`config.mk`:
```
export PLATFORM = sky130hd
export DESIGN_NAME = pstd_ctrl
export DESIGN_NICKNAME = d
export VERILOG_FILES = /design/src/rtl/pstd_pkg.sv /design/src/rtl/pstd_ctrl.sv
export SDC_FILE = /design/constraint.sdc
export NUM_CORES = 1
export LEC_CHECK = 0
export BUFFER_PORTS_ARGS = -buffer_cell sky130_fd_sc_hd__buf_4
export CORE_UTILIZATION = 41
export CTS_CLUSTER_DIAMETER = 150
export CTS_CLUSTER_SIZE = 24
export DETAILED_ROUTE_END_ITERATION = 7
export PLACE_DENSITY = 0.84
export SLEW_MARGIN = 5
export SYNTH_ARGS = -nofsm -noshare
export SYNTH_HDL_FRONTEND = slang
export SYNTH_SLANG_ARGS = --single-unit
```
`constraint.sdc`:
```
create_clock -name clock -period 1.91 [get_ports clock]
set_input_delay 0.2865 -clock clock [delete_from_list [all_inputs] [get_ports clock]]
set_output_delay 0.2865 -clock clock [all_outputs]
set_load 0.02 [all_outputs]
```
`src/rtl/pstd_pkg.sv`:
```
// ----------------------------------------------------------------------------
// pstd_pkg
// Shared constants, codes and controller/datapath interface types for the
// point store with toroidal distance.
// ----------------------------------------------------------------------------
`default_nettype none

package pstd_pkg;

   localparam int MAX_POINTS = 1024;
   localparam int COORD_BITS = 16;

   localparam int IDX_W      = $clog2(MAX_POINTS);
   localparam int CNT_W      = $clog2(MAX_POINTS + 1);
   localparam int WIDTH_W    = COORD_BITS + 1;
   localparam int SQ_W       = 2 * COORD_BITS;
   localparam int SUM_W      = SQ_W + 2;
   localparam int ROOT_W     = SUM_W / 2;
   localparam int REM_W      = ROOT_W + 3;
   localparam int ITER_W     = $clog2(ROOT_W);
   localparam int REQ_W      = 3;
   localparam int STATUS_W   = 2;
   localparam int CSR_IDX_W  = 3;
   localparam int CSR_DATA_W = WIDTH_W;

   // window extent after reset: the full coordinate range
   localparam logic [WIDTH_W-1:0] WIDTH_RESET = {1'b1, {COORD_BITS{1'b0}}};

   typedef enum logic [REQ_W-1:0] {
      OP_APPEND,
      OP_DROP,
      OP_MOVE,
      OP_ERASE,
      OP_DIST,
      OP_READ
   } op_type;

   typedef enum logic [STATUS_W-1:0] {
      ST_OK,
      ST_BAD_INDEX,
      ST_FULL
   } status_type;

   typedef enum logic [CSR_IDX_W-1:0] {
      CSR_THREE_D,
      CSR_WRAP,
      CSR_WIDTH_X,
      CSR_WIDTH_Y,
      CSR_WIDTH_Z
   } csr_type;

   typedef enum logic [1:0] {
      RD_A,
      RD_B,
      RD_NEXT
   } rd_sel_type;

   typedef enum logic [1:0] {
      WR_APPEND,
      WR_MOVE,
      WR_SHIFT
   } wr_sel_type;

   typedef enum logic [1:0] {
      AX_X,
      AX_Y,
      AX_Z
   } axis_type;

   typedef enum logic [1:0] {
      ACC_HOLD,
      ACC_CLEAR,
      ACC_ADD
   } acc_op_type;

   typedef enum logic [3:0] {
      S_IDLE,
      S_DECODE,
      S_ERASE_RD,
      S_ERASE_WR,
      S_DIST_B,
      S_DIST_DIFF,
      S_DIST_WRAP,
      S_SQR_X,
      S_SQR_Y,
      S_SQR_Z,
      S_SUM,
      S_SQRT_GO,
      S_SQRT_WAIT,
      S_READ_TAKE,
      S_FINISH
   } state_type;

   typedef struct packed {
      logic       accept;
      logic       status_we;
      status_type status_code;
      logic       cnt_inc;
      logic       cnt_dec;
      rd_sel_type rd_sel;
      logic       mem_we;
      wr_sel_type wr_sel;
      logic       ptr_load;
      logic       ptr_inc;
      logic       cap_a;
      logic       cap_diff;
      logic       cap_wrap;
      axis_type   sq_sel;
      acc_op_type acc_op;
      logic       sqrt_start;
      logic       take_root;
      logic       take_read;
      logic       load_out;
   } cmd_type;

   typedef struct packed {
      logic [REQ_W-1:0] op;
      logic             full;
      logic             empty;
      logic             a_ok;
      logic             b_ok;
      logic             same;
      logic             shift_last;
      logic             sqrt_done;
   } sts_type;

endpackage

`default_nettype wire

```
`src/rtl/pstd_ctrl.sv`:
```
// ----------------------------------------------------------------------------
// pstd_ctrl
// Request sequencer: decodes each item, steps the datapath and hands the
// finished result to the output register.
// ----------------------------------------------------------------------------
`default_nettype none

module pstd_ctrl (
   input  wire logic              clock,
   input  wire logic              reset,
   input  wire logic              req_valid,
   output logic                   req_stall,
   output logic                   rsp_valid,
   input  wire logic              rsp_stall,
   input  wire pstd_pkg::sts_type sts,
   output pstd_pkg::cmd_type      cmd
);

   pstd_pkg::state_type state_ff;
   pstd_pkg::state_type state_in;
   logic                rsp_valid_ff;
   logic                rsp_valid_in;
   logic                slot_free;

   assign slot_free = !rsp_valid_ff || !rsp_stall;

   always_comb begin
      state_in     = state_ff;
      cmd          = '0;
      rsp_valid_in = rsp_valid_ff && rsp_stall;
      unique case (state_ff)
         pstd_pkg::S_IDLE: begin
            if (req_valid) begin
               cmd.accept = 1'b1;
               state_in   = pstd_pkg::S_DECODE;
            end
         end
         pstd_pkg::S_DECODE: begin
            state_in        = pstd_pkg::S_FINISH;
            cmd.status_we   = 1'b1;
            cmd.status_code = pstd_pkg::ST_OK;
            unique case (sts.op)
               pstd_pkg::OP_APPEND: begin
                  if (sts.full) begin
                     cmd.status_code = pstd_pkg::ST_FULL;
                  end else begin
                     cmd.mem_we  = 1'b1;
                     cmd.wr_sel  = pstd_pkg::WR_APPEND;
                     cmd.cnt_inc = 1'b1;
                  end
               end
               pstd_pkg::OP_DROP: begin
                  if (sts.empty) begin
                     cmd.status_code = pstd_pkg::ST_BAD_INDEX;
                  end else begin
                     cmd.cnt_dec = 1'b1;
                  end
               end
               pstd_pkg::OP_MOVE: begin
                  if (!sts.a_ok) begin
                     cmd.status_code = pstd_pkg::ST_BAD_INDEX;
                  end else begin
                     cmd.mem_we = 1'b1;
                     cmd.wr_sel = pstd_pkg::WR_MOVE;
                  end
               end
               pstd_pkg::OP_ERASE: begin
                  if (!sts.a_ok) begin
                     cmd.status_code = pstd_pkg::ST_BAD_INDEX;
                  end else begin
                     cmd.ptr_load = 1'b1;
                     state_in     = pstd_pkg::S_ERASE_RD;
                  end
               end
               pstd_pkg::OP_DIST: begin
                  if (!sts.a_ok || !sts.b_ok) begin
                     cmd.status_code = pstd_pkg::ST_BAD_INDEX;
                  end else if (!sts.same) begin
                     cmd.rd_sel = pstd_pkg::RD_A;
                     state_in   = pstd_pkg::S_DIST_B;
                  end
               end
               pstd_pkg::OP_READ: begin
                  if (!sts.a_ok) begin
                     cmd.status_code = pstd_pkg::ST_BAD_INDEX;
                  end else begin
                     cmd.rd_sel = pstd_pkg::RD_A;
                     state_in   = pstd_pkg::S_READ_TAKE;
                  end
               end
               default: begin
               end
            endcase
         end
         pstd_pkg::S_ERASE_RD: begin
            if (sts.shift_last) begin
               cmd.cnt_dec = 1'b1;
               state_in    = pstd_pkg::S_FINISH;
            end else begin
               cmd.rd_sel = pstd_pkg::RD_NEXT;
               state_in   = pstd_pkg::S_ERASE_WR;
            end
         end
         pstd_pkg::S_ERASE_WR: begin
            cmd.mem_we  = 1'b1;
            cmd.wr_sel  = pstd_pkg::WR_SHIFT;
            cmd.ptr_inc = 1'b1;
            state_in    = pstd_pkg::S_ERASE_RD;
         end
         pstd_pkg::S_DIST_B: begin
            cmd.cap_a  = 1'b1;
            cmd.rd_sel = pstd_pkg::RD_B;
            state_in   = pstd_pkg::S_DIST_DIFF;
         end
         pstd_pkg::S_DIST_DIFF: begin
            cmd.cap_diff = 1'b1;
            state_in     = pstd_pkg::S_DIST_WRAP;
         end
         pstd_pkg::S_DIST_WRAP: begin
            cmd.cap_wrap = 1'b1;
            state_in     = pstd_pkg::S_SQR_X;
         end
         pstd_pkg::S_SQR_X: begin
            cmd.sq_sel = pstd_pkg::AX_X;
            cmd.acc_op = pstd_pkg::ACC_CLEAR;
            state_in   = pstd_pkg::S_SQR_Y;
         end
         pstd_pkg::S_SQR_Y: begin
            cmd.sq_sel = pstd_pkg::AX_Y;
            cmd.acc_op = pstd_pkg::ACC_ADD;
            state_in   = pstd_pkg::S_SQR_Z;
         end
         pstd_pkg::S_SQR_Z: begin
            cmd.sq_sel = pstd_pkg::AX_Z;
            cmd.acc_op = pstd_pkg::ACC_ADD;
            state_in   = pstd_pkg::S_SUM;
         end
         pstd_pkg::S_SUM: begin
            cmd.acc_op = pstd_pkg::ACC_ADD;
            state_in   = pstd_pkg::S_SQRT_GO;
         end
         pstd_pkg::S_SQRT_GO: begin
            cmd.sqrt_start = 1'b1;
            state_in       = pstd_pkg::S_SQRT_WAIT;
         end
         pstd_pkg::S_SQRT_WAIT: begin
            if (sts.sqrt_done) begin
               cmd.take_root = 1'b1;
               state_in      = pstd_pkg::S_FINISH;
            end
         end
         pstd_pkg::S_READ_TAKE: begin
            cmd.take_read = 1'b1;
            state_in      = pstd_pkg::S_FINISH;
         end
         pstd_pkg::S_FINISH: begin
            if (slot_free) begin
               cmd.load_out = 1'b1;
               rsp_valid_in = 1'b1;
               state_in     = pstd_pkg::S_IDLE;
            end
         end
         default: begin
            state_in = pstd_pkg::S_IDLE;
         end
      endcase
   end

   always_ff @(posedge clock) begin
      if (reset) begin
         state_ff     <= pstd_pkg::S_IDLE;
         rsp_valid_ff <= 1'b0;
      end else begin
         state_ff     <= state_in;
         rsp_valid_ff <= rsp_valid_in;
      end
   end

   assign req_stall = (state_ff != pstd_pkg::S_IDLE);
   assign rsp_valid = rsp_valid_ff;

   a_finish_waits: assert property (@(posedge clock) disable iff (reset)
      (state_ff == pstd_pkg::S_FINISH && !slot_free) |=> state_ff == pstd_pkg::S_FINISH)
      else $error("result dropped while output register occupied");

   a_accept_busy: assert property (@(posedge clock) disable iff (reset)
      cmd.accept |=> req_stall)
      else $error("second item taken while one is in work");

   a_load_valid: assert property (@(posedge clock) disable iff (reset)
      cmd.load_out |=> rsp_valid)
      else $error("loaded result not presented");

endmodule

`default_nettype wire

```
==> results by group <==
Outcome
  – Status: completed

Global routing
  – GRT met1 Usage: a little over a third
  – M2 GR Usage: roughly 34%
  – Met3 track demand over resource: 5.000%
  – GRT Max-Usage Layer: met1
  – Initial antenna violation count: 0
  – Vias in the first global route: 587
  – Pin count of the biggest net entering global routing: 17
  – Total track usage: 22.81%
  – First-pass GRT wire length: around 2600 um
  – Grt ovf: 0

Placement
  – Final Wtd Congestion: between 0.8 and 0.9
  – # port buffers: 39
  – Post-DP HPWL: ~1500 um
  – Placed Cells: 143
  – Placement Cell Area: 912.1 um2
  – Post-Place Worst Slack: 0.2410 ns

Setup path
  – Crit-path slowest cell: or3_4
  – Worst EP required: around 1.6 ns
  – Crit path DAT: 1.54 ns
  – Slowest cell delay on critical path: 0.37 ns
  – Worst Setup Path Type: reg2out
  – Worst Setup Start Kind: flip-flop
  – Top Family by Delay on Critical Path: simple AND/OR/NAND/NOR gates
  – CP bufs+invs: 1
  – CP Capture Type: output pin
  – FF-to-FF setup slack: 0.31 ns
  – Crit-path cells: nor2b_1, nand2_1, or3_4, nor3_1, buf_4
  – CP max FO: 4

Timing
  – Worst slew pin tran: 0.3373 ns
  – Setup violations, final: 0
  – F_max: around 0.55 GHz
  – Fin. Hold Viols: 0
  – Max-slew headroom: about 77%
  – Crit path time final: 1.822 ns
  – Period utilization: 95.39%
  – Max-slew violations: 0
  – Final Worst Setup Slack: 0.08803 ns
  – Worst Skew: 0.001333 ns

Synthesis
  – Dominant cells by area after synthesis: dfxtp_1 (16%), nor2_1 (7.4%), nor3_1 (6.6%)
  – Synth Area in Compound Gates: 30.25%
  – Post-synthesis register bit count: 5
  – Mux share of post-synthesis cell area: under 10%
  – Top FF cell, synth: dfxtp_1
  – Adder-Cell Fraction of Synth Area: 0%
  – Combinational family with the most area after synthesis: simple AND/OR/NAND/NOR gates
  – Synth cell types: 37
  – Number of synthesized flops with an enable pin: 0
  – Syn Inst Count: 92
  – Post-Syn Area: 608.1 um2
  – Top cells by count, synth: nor2_1 (12), nor3_1 (8), a21oi_1 (6), nand2_1 (6)
  – Ys async rst share: 0%
  – Post-synthesis xor/xnor area fraction: 0%
  – Yosys warning count: 0
  – Top-count cell post-synth: nor2_1
  – Syn nets: 106
  – Avg Cell Area, Syn: 6.610 um2
  – Fraction of the mapped netlist area in simple logic gates: between 40% and 50%
  – Seq/Total Area, Yosys: 16.46%
  – Share of the synthesized area in the top cell type: 16.46%
  – Leading area contributor after synthesis: dfxtp_1

Routing
  – Detailed router's first-iteration violation count: 24
  – Post-DR wirelength/cell: 13.29 um
  – Vias: about 850
  – DRC errors left: 0
  – Final wirelength: 1953 um
  – First-pass DRT Iterations: 4
  – Vias/cell: 5.803
  – Final antenna-violating net count: 0

Clock network
  – Clock tree sinks: 5
  – Root Buffer: clkbuf_4
  – H-tree depth: 1
  – Reg clk slew, reported paths: approximately 0.040 ns
  – Clk buf depth: 2
  – Clk_lat worst skew: 0.24 ns
  – Number of CTS-inserted buffers: 3
  – Post-CTS setup buffer count: 0
  – CTS tree: done
  – CTS Hold Buffers Added: 0

Floorplan
  – CORE AREA: 1334 um2
  – Initial Util: 45.59%
  – Die X: a little over 40 um
  – Die height: about 40 um
  – Ports: 40
  – Die area: 1641 um2
  – Std cell rows: 13

Job
  – Number of max-cap violations: 0

Cells and area
  – Post-Layout Cell Count: between 100 and 150
  – Nets: 147
  – Final Cell Area: 964.7 um2
  – N_diodes: 0
  – Share of cells above drive strength 1: 43.94%
  – Area Growth Syn to Fin: 58.64%

Pwr
  – Max IR drop VDD: a little over 0.9 mV
  – LEAKAGE: 0.4424 nW
  – Power Total: 1.365 mW
  – Power per cell area: 1415 nW/um2

Hold path
  – Hold WC Path Type: in2reg
[path summary, 6_finish.rpt]
| check | end | cells past startpoint | start |
|---|---|---|---|
| worst min register to register | rsp_valid | 2 | rsp_valid |
| worst max register to register | state_ff[3] | 5 | state_ff[0] |
| worst max-delay path | cmd[19] | 5 | state_ff[0] |
| worst min-delay path | rsp_valid | 2 | reset |
[power breakdown]
group          switching [mW]  internal, mW
sequential             0.0536         0.150
clock                  0.0418        0.0789
combinational           0.595         0.445
[area by class of cell]
cell class | count | area (um2)
sequential | 5 | 102.6
inverter | 4 | 15.01
fill | 118 | 369.1
tap | 15 | 18.77
timing repair buffer | 43 | 322.8
clock buffer | 4 | 26.28
multi-input combinational | 76 | 479.2
[sequential cells by signal, summed over array words and instances (netlist names)]
signal     count
state_ff       4
rsp_valid      1
[metal layers]
layer	routed length, um	vias up
li1	-	417
met1	906	378
met2	868	56
met3	170	2
met4	8	0
met5	0	-
[cells by family (layout without fill, tap and decap cells)]
kind of cell / after synthesis / in the layout
AND/OR/NAND/NOR: 49 / 49
AO/OA/AOI/OAI: 26 / 26
buffers and inverters: 11 / 51
flip-flops: 5 / 5
multiplexers: 1 / 1
[metrics by stage]
step	hold slack, ns	util (%)	TNS, ns
floorplan	0.3556	-	0
finish	0.2383	72.33	0
global placement	0.4808	68.39	0
CTS	0.2324	70.54	0
detailed placement	0.4869	68.39	0
global route	0.2357	72.33	-0.008313
[timing repair]
action / 4_1_cts / 5_1_grt
gates resized for setup: 1 / 6
pin swaps: 0 / 1
endpoints found under the setup margin: 1 / 4
[placed cells by master (no fill, tap or decap), types with 3 or more instances in the layout]
cell type / netlist / routed
nor2_1: 12 / 11
a22oi_1: 3 / 3
nor2b_1: 3 / 3
nor3_1: 8 / 6
nand2_1: 6 / 6
dfxtp_1: 5 / 3
clkbuf_4: 0 / 3
nand2b_1: 5 / 5
a21oi_1: 6 / 6
and3_1: 3 / 3
buf_4: 2 / 43
o21ai_0: 4 / 4
inv_1: 3 / 3
[worst register-to-register path, cell delays in order, from the launching register on]
cell and delay, ns:
dfxtp_1 0.31, buf_4 0.19, or4_4 0.50, o22ai_2 0.23, nor2_2 0.07, a22o_1 0.20
Power figures use the tool's default switching activity.
